===== config.mk =====
export PLATFORM = sky130hd
export DESIGN_NAME = json_token_lexer
export DESIGN_NICKNAME = d
export VERILOG_FILES = /design/src/hdl/jtl_pkg.sv /design/src/hdl/jtl_front.sv /design/src/hdl/jtl_queue.sv /design/src/hdl/jtl_back.sv /design/src/hdl/json_token_lexer.sv
export SDC_FILE = /design/constraint.sdc
export NUM_CORES = 1
export LEC_CHECK = 0
export BUFFER_PORTS_ARGS = -buffer_cell sky130_fd_sc_hd__buf_2
export CORE_MARGIN = 1
export CORE_UTILIZATION = 35
export CTS_CLUSTER_DIAMETER = 40
export DETAILED_ROUTE_END_ITERATION = 10
export HOLD_SLACK_MARGIN = 0.05
export PLACE_DENSITY = 0.55
export SKIP_CTS_REPAIR_TIMING = 1
export SLEW_MARGIN = 20
export SYNTH_ARGS = -nofsm -noshare
export SYNTH_HDL_FRONTEND = slang
export SYNTH_SLANG_ARGS = --single-unit

===== constraint.sdc =====
create_clock -name clk -period 3.2 [get_ports clk]
set_input_delay 0 -clock clk [delete_from_list [all_inputs] [get_ports clk]]
set_output_delay 0 -clock clk [all_outputs]
set_load 0.005 [all_outputs]

===== src/hdl/jtl_pkg.sv =====
`default_nettype none
// ----------------------------------------------------------------------------
// jtl_pkg
// Shared types, token codes and character helpers of the JSON token lexer.
// ----------------------------------------------------------------------------
package jtl_pkg;

	localparam logic [2:0] KIND_STR  = 3'd0;
	localparam logic [2:0] KIND_NUM  = 3'd1;
	localparam logic [2:0] KIND_BOOL = 3'd2;
	localparam logic [2:0] KIND_NULL = 3'd3;
	localparam logic [2:0] KIND_OP   = 3'd4;
	localparam logic [2:0] KIND_END  = 3'd5;
	localparam logic [2:0] KIND_ERR  = 3'd6;

	localparam logic [1:0] GUESS_TRUE  = 2'd0;
	localparam logic [1:0] GUESS_FALSE = 2'd1;
	localparam logic [1:0] GUESS_NULL  = 2'd2;

	localparam logic [7:0] CH_QUOTE = 8'h22;
	localparam logic [7:0] CH_BSL   = 8'h5C;

	typedef struct packed {
		logic [2:0] token_kind;
		logic       has_char;
		logic [7:0] char_byte;
		logic       token_last;
		logic       bool_value;
	} res_t;

	typedef struct packed {
		logic two;
		res_t r0;
		res_t r1;
	} qent_t;

	function automatic res_t mk_res(logic [2:0] kind, logic has, logic [7:0] ch,
		logic last, logic bv);
		res_t r;
		r.token_kind = kind;
		r.has_char   = has;
		r.char_byte  = has ? ch : 8'h00;
		r.token_last = last;
		r.bool_value = bv;
		return r;
	endfunction

	function automatic logic [2:0] word_len(logic [1:0] g);
		logic [2:0] l;
		unique case (g)
			GUESS_TRUE:  l = 3'd4;
			GUESS_FALSE: l = 3'd5;
			GUESS_NULL:  l = 3'd4;
			default:     l = 3'd0;
		endcase
		return l;
	endfunction

	function automatic logic [7:0] word_char(logic [1:0] g, logic [2:0] idx);
		logic [7:0] ch;
		ch = 8'h00;
		unique case (g)
			GUESS_TRUE: begin
				unique case (idx)
					3'd0: ch = "t";
					3'd1: ch = "r";
					3'd2: ch = "u";
					3'd3: ch = "e";
					default: ch = 8'h00;
				endcase
			end
			GUESS_FALSE: begin
				unique case (idx)
					3'd0: ch = "f";
					3'd1: ch = "a";
					3'd2: ch = "l";
					3'd3: ch = "s";
					3'd4: ch = "e";
					default: ch = 8'h00;
				endcase
			end
			GUESS_NULL: begin
				unique case (idx)
					3'd0: ch = "n";
					3'd1: ch = "u";
					3'd2: ch = "l";
					3'd3: ch = "l";
					default: ch = 8'h00;
				endcase
			end
			default: ch = 8'h00;
		endcase
		return ch;
	endfunction

	function automatic logic is_digit(logic [7:0] c);
		return (c >= "0") && (c <= "9");
	endfunction

	function automatic logic is_lower(logic [7:0] c);
		return (c >= "a") && (c <= "z");
	endfunction

	function automatic logic is_space(logic [7:0] c);
		return (c == " ") || ((c >= 8'd9) && (c <= 8'd13));
	endfunction

	function automatic logic num_cont(logic [7:0] c);
		return is_digit(c) || ((c >= "a") && (c <= "f")) || ((c >= "A") && (c <= "F")) ||
			(c == ".") || (c == "+") || (c == "-");
	endfunction

	function automatic logic is_op(logic [7:0] c);
		return (c == "{") || (c == "}") || (c == "[") || (c == "]") ||
			(c == ":") || (c == ",");
	endfunction

endpackage
`default_nettype wire


===== src/hdl/jtl_front.sv =====
`default_nettype none
// ----------------------------------------------------------------------------
// jtl_front
// Lexer state machine: classifies each byte and builds the results it causes.
// ----------------------------------------------------------------------------
module jtl_front (
	input  wire            clk,
	input  wire            arst_n,
	input  wire            in_accept,
	input  wire [7:0]      in_byte,
	input  wire            in_end,
	output logic           push,
	output jtl_pkg::qent_t entry
);
	import jtl_pkg::*;

	localparam logic [2:0] MODE_IDLE = 3'd0;
	localparam logic [2:0] MODE_STR  = 3'd1;
	localparam logic [2:0] MODE_ESC  = 3'd2;
	localparam logic [2:0] MODE_NUM  = 3'd3;
	localparam logic [2:0] MODE_WORD = 3'd4;

	logic [2:0] mode_q, mode_d;
	logic [1:0] guess_q, guess_d;
	logic [2:0] len_q, len_d;
	logic       mis_q, mis_d;

	logic       fr_has;
	res_t       fr_res;
	logic [2:0] fr_mode;
	logic       fr_word;
	res_t       word_res;
	logic       word_ok;

	always_comb begin
		fr_has  = 1'b0;
		fr_res  = '0;
		fr_mode = MODE_IDLE;
		fr_word = 1'b0;
		priority if (is_space(in_byte)) begin
			fr_mode = MODE_IDLE;
		end else if (in_byte == CH_QUOTE) begin
			fr_mode = MODE_STR;
		end else if ((in_byte == "+") || (in_byte == "-") || is_digit(in_byte)) begin
			fr_mode = MODE_NUM;
			fr_has  = 1'b1;
			fr_res  = mk_res(KIND_NUM, 1'b1, in_byte, 1'b0, 1'b0);
		end else if ((in_byte == "t") || (in_byte == "f") || (in_byte == "n")) begin
			fr_mode = MODE_WORD;
			fr_word = 1'b1;
		end else if (is_op(in_byte)) begin
			fr_has = 1'b1;
			fr_res = mk_res(KIND_OP, 1'b1, in_byte, 1'b1, 1'b0);
		end else begin
			fr_has = 1'b1;
			fr_res = mk_res(KIND_ERR, 1'b0, 8'h00, 1'b1, 1'b0);
		end
	end

	always_comb begin
		word_ok = !mis_q && (len_q == word_len(guess_q)) && (guess_q != 2'd3);
		priority if (!word_ok) begin
			word_res = mk_res(KIND_ERR, 1'b0, 8'h00, 1'b1, 1'b0);
		end else if (guess_q == GUESS_NULL) begin
			word_res = mk_res(KIND_NULL, 1'b0, 8'h00, 1'b1, 1'b0);
		end else begin
			word_res = mk_res(KIND_BOOL, 1'b0, 8'h00, 1'b1, guess_q == GUESS_TRUE);
		end
	end

	always_comb begin
		logic fresh;
		logic n1;
		fresh   = 1'b0;
		n1      = 1'b0;
		mode_d  = mode_q;
		guess_d = guess_q;
		len_d   = len_q;
		mis_d   = mis_q;
		entry   = '0;
		push    = 1'b0;
		if (in_end) begin
			mode_d = MODE_IDLE;
			push   = 1'b1;
			unique case (mode_q)
				MODE_STR, MODE_ESC: begin
					entry.r0 = mk_res(KIND_ERR, 1'b0, 8'h00, 1'b1, 1'b0);
				end
				MODE_NUM: begin
					entry.r0  = mk_res(KIND_NUM, 1'b0, 8'h00, 1'b1, 1'b0);
					entry.r1  = mk_res(KIND_END, 1'b0, 8'h00, 1'b1, 1'b0);
					entry.two = 1'b1;
				end
				MODE_WORD: begin
					entry.r0  = word_res;
					entry.r1  = mk_res(KIND_END, 1'b0, 8'h00, 1'b1, 1'b0);
					entry.two = 1'b1;
				end
				default: begin
					entry.r0 = mk_res(KIND_END, 1'b0, 8'h00, 1'b1, 1'b0);
				end
			endcase
		end else begin
			unique case (mode_q)
				MODE_STR: begin
					n1 = 1'b1;
					if (in_byte == CH_QUOTE) begin
						entry.r0 = mk_res(KIND_STR, 1'b0, 8'h00, 1'b1, 1'b0);
						mode_d   = MODE_IDLE;
					end else if (in_byte == CH_BSL) begin
						n1     = 1'b0;
						mode_d = MODE_ESC;
					end else begin
						entry.r0 = mk_res(KIND_STR, 1'b1, in_byte, 1'b0, 1'b0);
					end
				end
				MODE_ESC: begin
					n1 = 1'b1;
					if ((in_byte == CH_QUOTE) || (in_byte == CH_BSL)) begin
						entry.r0 = mk_res(KIND_STR, 1'b1, in_byte, 1'b0, 1'b0);
						mode_d   = MODE_STR;
					end else begin
						entry.r0 = mk_res(KIND_ERR, 1'b0, 8'h00, 1'b1, 1'b0);
						mode_d   = MODE_IDLE;
					end
				end
				MODE_NUM: begin
					n1 = 1'b1;
					if (num_cont(in_byte)) begin
						entry.r0 = mk_res(KIND_NUM, 1'b1, in_byte, 1'b0, 1'b0);
					end else begin
						entry.r0 = mk_res(KIND_NUM, 1'b0, 8'h00, 1'b1, 1'b0);
						fresh    = 1'b1;
					end
				end
				MODE_WORD: begin
					if (is_lower(in_byte)) begin
						if ((len_q >= word_len(guess_q)) ||
							(in_byte != word_char(guess_q, len_q)))
							mis_d = 1'b1;
						if (len_q != 3'd7)
							len_d = len_q + 3'd1;
					end else begin
						n1       = 1'b1;
						entry.r0 = word_res;
						fresh    = 1'b1;
					end
				end
				default: begin
					fresh = 1'b1;
				end
			endcase
			if (fresh) begin
				mode_d = fr_mode;
				if (fr_word) begin
					guess_d = (in_byte == "t") ? GUESS_TRUE :
						((in_byte == "f") ? GUESS_FALSE : GUESS_NULL);
					len_d   = 3'd1;
					mis_d   = 1'b0;
				end
				if (fr_has) begin
					if (n1) begin
						entry.r1  = fr_res;
						entry.two = 1'b1;
					end else begin
						entry.r0 = fr_res;
					end
				end
			end
			push = n1 || (fresh && fr_has);
		end
		push = push && in_accept;
	end

	always_ff @(posedge clk or negedge arst_n) begin
		if (!arst_n) begin
			mode_q  <= MODE_IDLE;
			guess_q <= GUESS_TRUE;
			len_q   <= 3'd0;
			mis_q   <= 1'b0;
		end else if (in_accept) begin
			mode_q  <= mode_d;
			guess_q <= guess_d;
			len_q   <= len_d;
			mis_q   <= mis_d;
		end
	end

endmodule
`default_nettype wire


===== src/hdl/jtl_queue.sv =====
`default_nettype none
// ----------------------------------------------------------------------------
// jtl_queue
// Short FIFO of result entries between the lexer and the output stage.
// ----------------------------------------------------------------------------
module jtl_queue #(
	parameter int DEPTH = 4
) (
	input  wire            clk,
	input  wire            arst_n,
	input  wire            push,
	input  jtl_pkg::qent_t wr_entry,
	input  wire            pop,
	output jtl_pkg::qent_t rd_entry,
	output logic           full,
	output logic           empty
);
	import jtl_pkg::*;

	localparam int PTR_W = (DEPTH > 1) ? $clog2(DEPTH) : 1;
	localparam int CNT_W = $clog2(DEPTH + 1);

	qent_t            mem_q [DEPTH];
	logic [PTR_W-1:0] wr_ptr_q;
	logic [PTR_W-1:0] rd_ptr_q;
	logic [CNT_W-1:0] count_q;

	assign full     = (count_q == CNT_W'(DEPTH));
	assign empty    = (count_q == '0);
	assign rd_entry = mem_q[rd_ptr_q];

	always_ff @(posedge clk) begin
		if (push)
			mem_q[wr_ptr_q] <= wr_entry;
	end

	always_ff @(posedge clk or negedge arst_n) begin
		if (!arst_n) begin
			wr_ptr_q <= '0;
			rd_ptr_q <= '0;
			count_q  <= '0;
		end else begin
			if (push)
				wr_ptr_q <= (wr_ptr_q == PTR_W'(DEPTH - 1)) ? '0 : wr_ptr_q + 1'b1;
			if (pop)
				rd_ptr_q <= (rd_ptr_q == PTR_W'(DEPTH - 1)) ? '0 : rd_ptr_q + 1'b1;
			if (push && !pop)
				count_q <= count_q + 1'b1;
			else if (pop && !push)
				count_q <= count_q - 1'b1;
		end
	end

	a_no_overflow: assert property (@(posedge clk) disable iff (!arst_n)
		push && !pop |-> !full) else $error("queue overflow");
	a_no_underflow: assert property (@(posedge clk) disable iff (!arst_n)
		pop |-> !empty) else $error("queue underflow");
	a_count_bound: assert property (@(posedge clk) disable iff (!arst_n)
		count_q <= CNT_W'(DEPTH)) else $error("queue count out of range");

endmodule
`default_nettype wire


===== src/hdl/jtl_back.sv =====
`default_nettype none
// ----------------------------------------------------------------------------
// jtl_back
// Output stage: unpacks queue entries into single result transactions.
// ----------------------------------------------------------------------------
module jtl_back (
	input  wire            clk,
	input  wire            arst_n,
	input  jtl_pkg::qent_t entry,
	input  wire            q_empty,
	output logic           pop,
	output logic           out_valid,
	input  wire            out_ready,
	output jtl_pkg::res_t  out_res
);
	import jtl_pkg::*;

	logic out_valid_q;
	res_t out_q;
	logic pend_q;
	res_t pend_res_q;
	logic advance;

	assign advance   = !out_valid_q || out_ready;
	assign pop       = advance && !pend_q && !q_empty;
	assign out_valid = out_valid_q;
	assign out_res   = out_q;

	always_ff @(posedge clk) begin
		if (advance) begin
			if (pend_q) begin
				out_q <= pend_res_q;
			end else if (!q_empty) begin
				out_q      <= entry.r0;
				pend_res_q <= entry.r1;
			end
		end
	end

	always_ff @(posedge clk or negedge arst_n) begin
		if (!arst_n) begin
			out_valid_q <= 1'b0;
			pend_q      <= 1'b0;
		end else if (advance) begin
			if (pend_q) begin
				out_valid_q <= 1'b1;
				pend_q      <= 1'b0;
			end else begin
				out_valid_q <= !q_empty;
				pend_q      <= !q_empty && entry.two;
			end
		end
	end

	a_pend_has_out: assert property (@(posedge clk) disable iff (!arst_n)
		pend_q |-> out_valid_q) else $error("second result without first");

endmodule
`default_nettype wire


===== src/hdl/json_token_lexer.sv =====
`default_nettype none
// ----------------------------------------------------------------------------
// json_token_lexer
// Byte-stream JSON lexer emitting one result per string or number character and one closing each token.
// ----------------------------------------------------------------------------
// Usage:
//   Input stream: s_tdata carries one text byte, s_tlast marks end of input
//   (the byte is then ignored). Output stream: one transaction per result;
//   m_tuser gives the token kind and whether m_tdata carries a character,
//   m_tlast closes the token.
// Throughput: one input byte per cycle while s_tready is high; a byte that causes
//   two results (a number or word closed by a byte with a result of its own, or
//   by end of input) sends both through the output in turn; the entry queue absorbs
//   occasional ones, a steady run of them drops s_tready.
// Path: the results of a byte are written to the entry queue at the edge that
//   takes the byte, then loaded from the queue into the output register.
// Reset: the lexer returns to idle between tokens, the queue and the output
//   register empty.
// Stall: while m_tready is low the output holds; bytes keep being taken
//   until the QUEUE_DEPTH-entry queue fills, then s_tready drops.
// ----------------------------------------------------------------------------
module json_token_lexer #(
	parameter int QUEUE_DEPTH = 4
) (
	input  wire         clk,
	input  wire         arst_n,
	input  wire         s_tvalid,
	output logic        s_tready,
	input  wire  [7:0]  s_tdata,   // [7:0] in_byte
	input  wire         s_tlast,   // end_of_input
	output logic        m_tvalid,
	input  wire         m_tready,
	output logic [15:0] m_tdata,   // [7:0] char_byte, [8] bool_value
	output logic [3:0]  m_tuser,   // [2:0] token_kind, [3] has_char
	output logic        m_tlast    // token_last
);
	import jtl_pkg::*;

	logic  in_accept;
	logic  push;
	logic  pop;
	logic  q_full;
	logic  q_empty;
	qent_t wr_entry;
	qent_t rd_entry;
	res_t  out_res;

	assign s_tready  = !q_full;
	assign in_accept = s_tvalid && !q_full;

	jtl_front u_front (
		.clk       (clk),
		.arst_n    (arst_n),
		.in_accept (in_accept),
		.in_byte   (s_tdata),
		.in_end    (s_tlast),
		.push      (push),
		.entry     (wr_entry)
	);

	jtl_queue #(
		.DEPTH (QUEUE_DEPTH)
	) u_queue (
		.clk      (clk),
		.arst_n   (arst_n),
		.push     (push),
		.wr_entry (wr_entry),
		.pop      (pop),
		.rd_entry (rd_entry),
		.full     (q_full),
		.empty    (q_empty)
	);

	jtl_back u_back (
		.clk       (clk),
		.arst_n    (arst_n),
		.entry     (rd_entry),
		.q_empty   (q_empty),
		.pop       (pop),
		.out_valid (m_tvalid),
		.out_ready (m_tready),
		.out_res   (out_res)
	);

	assign m_tdata = {7'b0, out_res.bool_value, out_res.char_byte};
	assign m_tuser = {out_res.has_char, out_res.token_kind};
	assign m_tlast = out_res.token_last;

endmodule
`default_nettype wire


==> results.md <==
Status:
- The run finished with clean final reports.

Critical path:
- The worst register-to-register path ends at u_queue.count_q[2]$_DFFE_PN0P_.
- Setup slack on the worst reg-to-reg path comes out at 0.29 ns.
- The required time reported for the critical path endpoint is 3.54 ns.
- Of all nets on the critical path, the largest fanout is 7.
- The worst register-to-register path has a depth of 12.
- Counting both buffers and inverters, the worst setup path holds a total of 1.
- The startpoint of the worst-slack reg-to-reg timing path is u_front.mode_q[0]$_DFFE_PN0P_.
- In this design, the critical path's most frequently occurring cell is sky130_fd_sc_hd__xor2_1.
- The slowest stage of the critical path belongs to the cell sky130_fd_sc_hd__dfrtp_1.
- The data arrival time at the worst-slack endpoint is 3.24 ns.
- The endpoint type of the worst setup path is a flop.
- The signal on the critical path passes through nand3b_1 -> a31o_2 -> a41oi_2 -> a21bo_2 -> nand2_1 -> a31oi_4 -> ha_1 -> inv_1 -> fa_1 -> xor2_1 -> nor2_1 -> xor2_1.
- The critical setup path kind is flop to flop.
- For this run, the slowest stage of the critical path takes 0.48 ns.
- Among cell families on the critical path, the largest total delay comes from compound AO/OA/AOI/OAI gates.
- The worst setup path is launched from a flop.

Floorplanning:
- The floorplan has 51 rows.
- The die covers 20,700 µm².
- The number of ports placed on the die boundary is 36.
- In this run the horizontal extent of the chip is 144 µm.
- The core area is 19,600 µm².
- The effective utilization at floorplan is 0.359.
- From bottom edge to top edge, the die measures 144 µm.

Timing:
- The number of max-slew violations in the final report came to 0.
- The smallest clock period supported by the final layout is computed as 2.91 ns.
- The post-route fraction of the period consumed by the critical path is 0.909.
- The final count of negative-setup-slack endpoints is 0.
- The number of hold-slack violations in the final timing report came to 0.
- Setup total negative slack on the finished layout was measured at 0 ns.
- The setup clock skew after layout is 0.00884 ns.
- Setup repair after global routing left no endpoint under its margin.
- In this run the tightest slew margin relative to its limit is 0.505.
- The actual transition at the worst max-transition pin is 0.724 ns.
- For this run, the top clock speed supported by timing is 344 MHz.

Route:
- The total length of routed wires is 14,400 µm.
- The number of routed nets with antenna violations is 0.
- Across all layers, the routed design uses 4,000 vias.
- In the final routed layout, each cell accounts on average for 18.1 µm.
- Dividing the detail-routed via count by the number of cells gives 5.04.
- The number of DRC violations after detailed-routing iteration 0 is 310.
- The pre-antenna-repair detailed-routing pass consisted of 5 iterations.
- The number of DRC violations after detailed routing is 0.

Clock tree:
- Clock tree synthesis found a total of 152 sinks.
- The total clock buffers created by CTS is 17.
- The CTS tree is built.
- Clock-pin slew was measured on the worst setup and hold paths at 0.06 ns.
- The clock tree buffer depth is 2.
- The H-tree generated during clock tree synthesis spans 4 levels.
- In this run the clock root is driven by a sky130_fd_sc_hd__clkbuf_16.
- Clock latency on the worst-skew pair, taken at its later pin, is 0.42 ns.

Placed design:
- The total instance count after detailed placement is 758.
- Summed over all nets, the half-perimeter wirelength after detailed placement is 9530 µm.
- Input and output buffers added on the ports amount to 28.
- The final weighted congestion of routability-driven global placement is 0.826.

Power and ir drop:
- The maximum ir drop on the vdd rail is 0.415 mV.
- The total power per unit cell area is 801 nW/µm².
- The power consumption is 0.00656 W.
- In this run the static leakage power is 2.91 nW.

Finish:
- The area growth from synthesis to layout is 16.7%.
- In the final layout, the share of cells above drive strength 1 is 0.248.
- The final cell count without fillers is 794.
- The count of antenna diodes in the layout is 0.
- The footprint of the multi-input gates is 2390 µm².
- Registers take 4480 µm².
- The final net count is 542.
- The layout has 1,795 filler cells.

Synth:
- The share of synthesized flip-flops with an asynchronous set or reset is 0.118.
- By area the synthesized netlist is led by sky130_fd_sc_hd__edfxtp_1 (57%), sky130_fd_sc_hd__mux4_2 (8.7%), sky130_fd_sc_hd__dfrtp_1 (6.4%).
- The fraction of the yosys area taken by sequential cells is 0.637.
- Of the post-synthesis cell area, the dominant cell type holds 0.572.
- After synthesis the cells add up to 7030 µm².
- In the post-synthesis netlist, the cell with the most instances is sky130_fd_sc_hd__edfxtp_1.
- Yosys printed 0 warnings.
- In the synthesized netlist the dominant register cell turns out to be sky130_fd_sc_hd__edfxtp_1.
- The number of flops mapped to enable cells by yosys is 134.
- Averaged over all synthesized cells, the footprint is 15.0 µm².
- Counting distinct cell types in the post-synthesis netlist gives 69.
- In the synthesized netlist, the cells that appear most often are sky130_fd_sc_hd__edfxtp_1 (134), sky130_fd_sc_hd__mux4_2 (27), sky130_fd_sc_hd__nand2_1 (23), sky130_fd_sc_hd__and2_1 (22), sky130_fd_sc_hd__o21ai_0 (20).
- The largest area contributor in the netlist is sky130_fd_sc_hd__edfxtp_1.
- Counting every instance in the synthesized netlist gives 469.
- The number of register bits inferred by synthesis is 152.

Global route:
- In the global route stage, overall resource usage came out at 0.149.
- The first global-routing pass estimated 22,300 µm of wire.
- The number of antenna violations at the first check in global routing came to 0.
- The overall overflow remaining after global route is 0.
- Entering global routing, the biggest net connects 28 pins.
- The number of global-route vias before repair came to 4,062.

Worst hold path:
- The path with the worst hold slack has its endpoint at u_front.mis_q$_DFFE_PN0P_.
- The number of stages on the worst hold path is 4.
- In this run the most critical hold path is launched from s_tlast.
- The path class of the tightest hold or removal check is input pin to flop.

Job:
- Across the run, the number of max-cap violations was 0.
cells by family (layout without fill, tap and decap cells):
kind of cell    after synthesis  count (layout)  synth area share
other cells                   1              11          0.000533
fa+ha+maj                    13              13            0.0242
mux                          46              46             0.117
flops                       152             152             0.637
xor+xnor                     12              12            0.0150
simple gates                125             125             0.101
buf+inv                      46              96            0.0306
compound gates               74              74            0.0758
per-stage QoR:
| step | setup WS [ns] | hold WS [ns] | utilization | area (µm²) |
|---|---|---|---|---|
| floorplan | 0.309 | -0.296 | - | 7070 |
| global placement | 0.303 | -0.0261 | 0.387 | 7590 |
| detailed placement | 0.178 | -0.0139 | 0.387 | 7590 |
| CTS | 0.166 | -0.466 | 0.416 | 8150 |
| global route | 0.00654 | 0.0591 | 0.419 | 8200 |
| finish | 0.291 | 0.0525 | 0.419 | 8200 |
tightest hold or removal path, stage by stage:
cell	delay, ns
sky130_fd_sc_hd__buf_2	0.15
sky130_fd_sc_hd__nor4_1	0.12
sky130_fd_sc_hd__nor2_1	0.11
sky130_fd_sc_hd__nor3_1	0.05
flip-flops by register name, indices dropped and copies added, names as in the netlist:
| name | count |
|---|---|
| u_front.guess_q | 2 |
| u_front.mode_q | 3 |
| u_queue.wr_ptr_q | 2 |
| u_back.pend_q | 1 |
| u_queue.count_q | 3 |
| u_back.out_res | 14 |
| u_front.mis_q | 1 |
| u_back.pend_res_q | 12 |
| u_back.out_valid | 1 |
| u_front.len_q | 3 |
| u_queue.mem_q | 108 |
| u_queue.rd_ptr_q | 2 |
per-layer routing:
layer	GRT usage	wire, µm
met1	0.194	6630
met2	0.242	6990
met3	0.0333	505
met4	0.0605	270
met5	0	0
where the power goes:
group | switching, W | internal, W
logic | 0.000809 | 0.000839
clock network | 0.000745 | 0.00115
registers | 0.000221 | 0.00280
total | 0.00178 | 0.00479
layout by cell type (no fill, tap or decap), drive strengths merged, types with 3 or more instances in the layout:
master,instances
a2111oi,3
a21oi,16
a31oi,7
and2,22
and3,6
buf,45
clkbuf,21
clkinv,4
clkinvlp,4
conb,11
dfrtp,18
dlygate4sd3,4
edfxtp,134
ha,12
inv,16
mux2,17
mux4,27
nand2,23
nand2b,3
nand3,7
nor2,19
nor2b,9
nor3,10
nor3b,6
o21ai,21
o31ai,3
or3,5
xnor2,4
xor2,8
layout make-up:
cell class,instances,area share
Clock buffer,21,0.0537
Clock inverter,11,0.0151
Inverter,15,0.00687
Multi-Input combinational cell,281,0.291
Sequential cell,152,0.546
Tap cell,265,0.0404
Timing Repair Buffer,49,0.0467
how the worst max path moves through the flow:
stage | from | to | cells past startpoint
floorplan | u_back.pend_q$_DFFE_PN0N_ | u_queue.count_q[1]$_DFFE_PN0P_ | 7
global placement | u_front.mode_q[0]$_DFFE_PN0P_ | u_queue.count_q[2]$_DFFE_PN0P_ | 12
detailed placement | u_front.mode_q[0]$_DFFE_PN0P_ | u_queue.count_q[2]$_DFFE_PN0P_ | 12
CTS | u_front.mode_q[0]$_DFFE_PN0P_ | u_queue.count_q[2]$_DFFE_PN0P_ | 12
global route | u_front.mode_q[0]$_DFFE_PN0P_ | u_queue.count_q[2]$_DFFE_PN0P_ | 12
finish | u_front.mode_q[0]$_DFFE_PN0P_ | u_queue.count_q[2]$_DFFE_PN0P_ | 12
(Power assumes the default switching activity.)
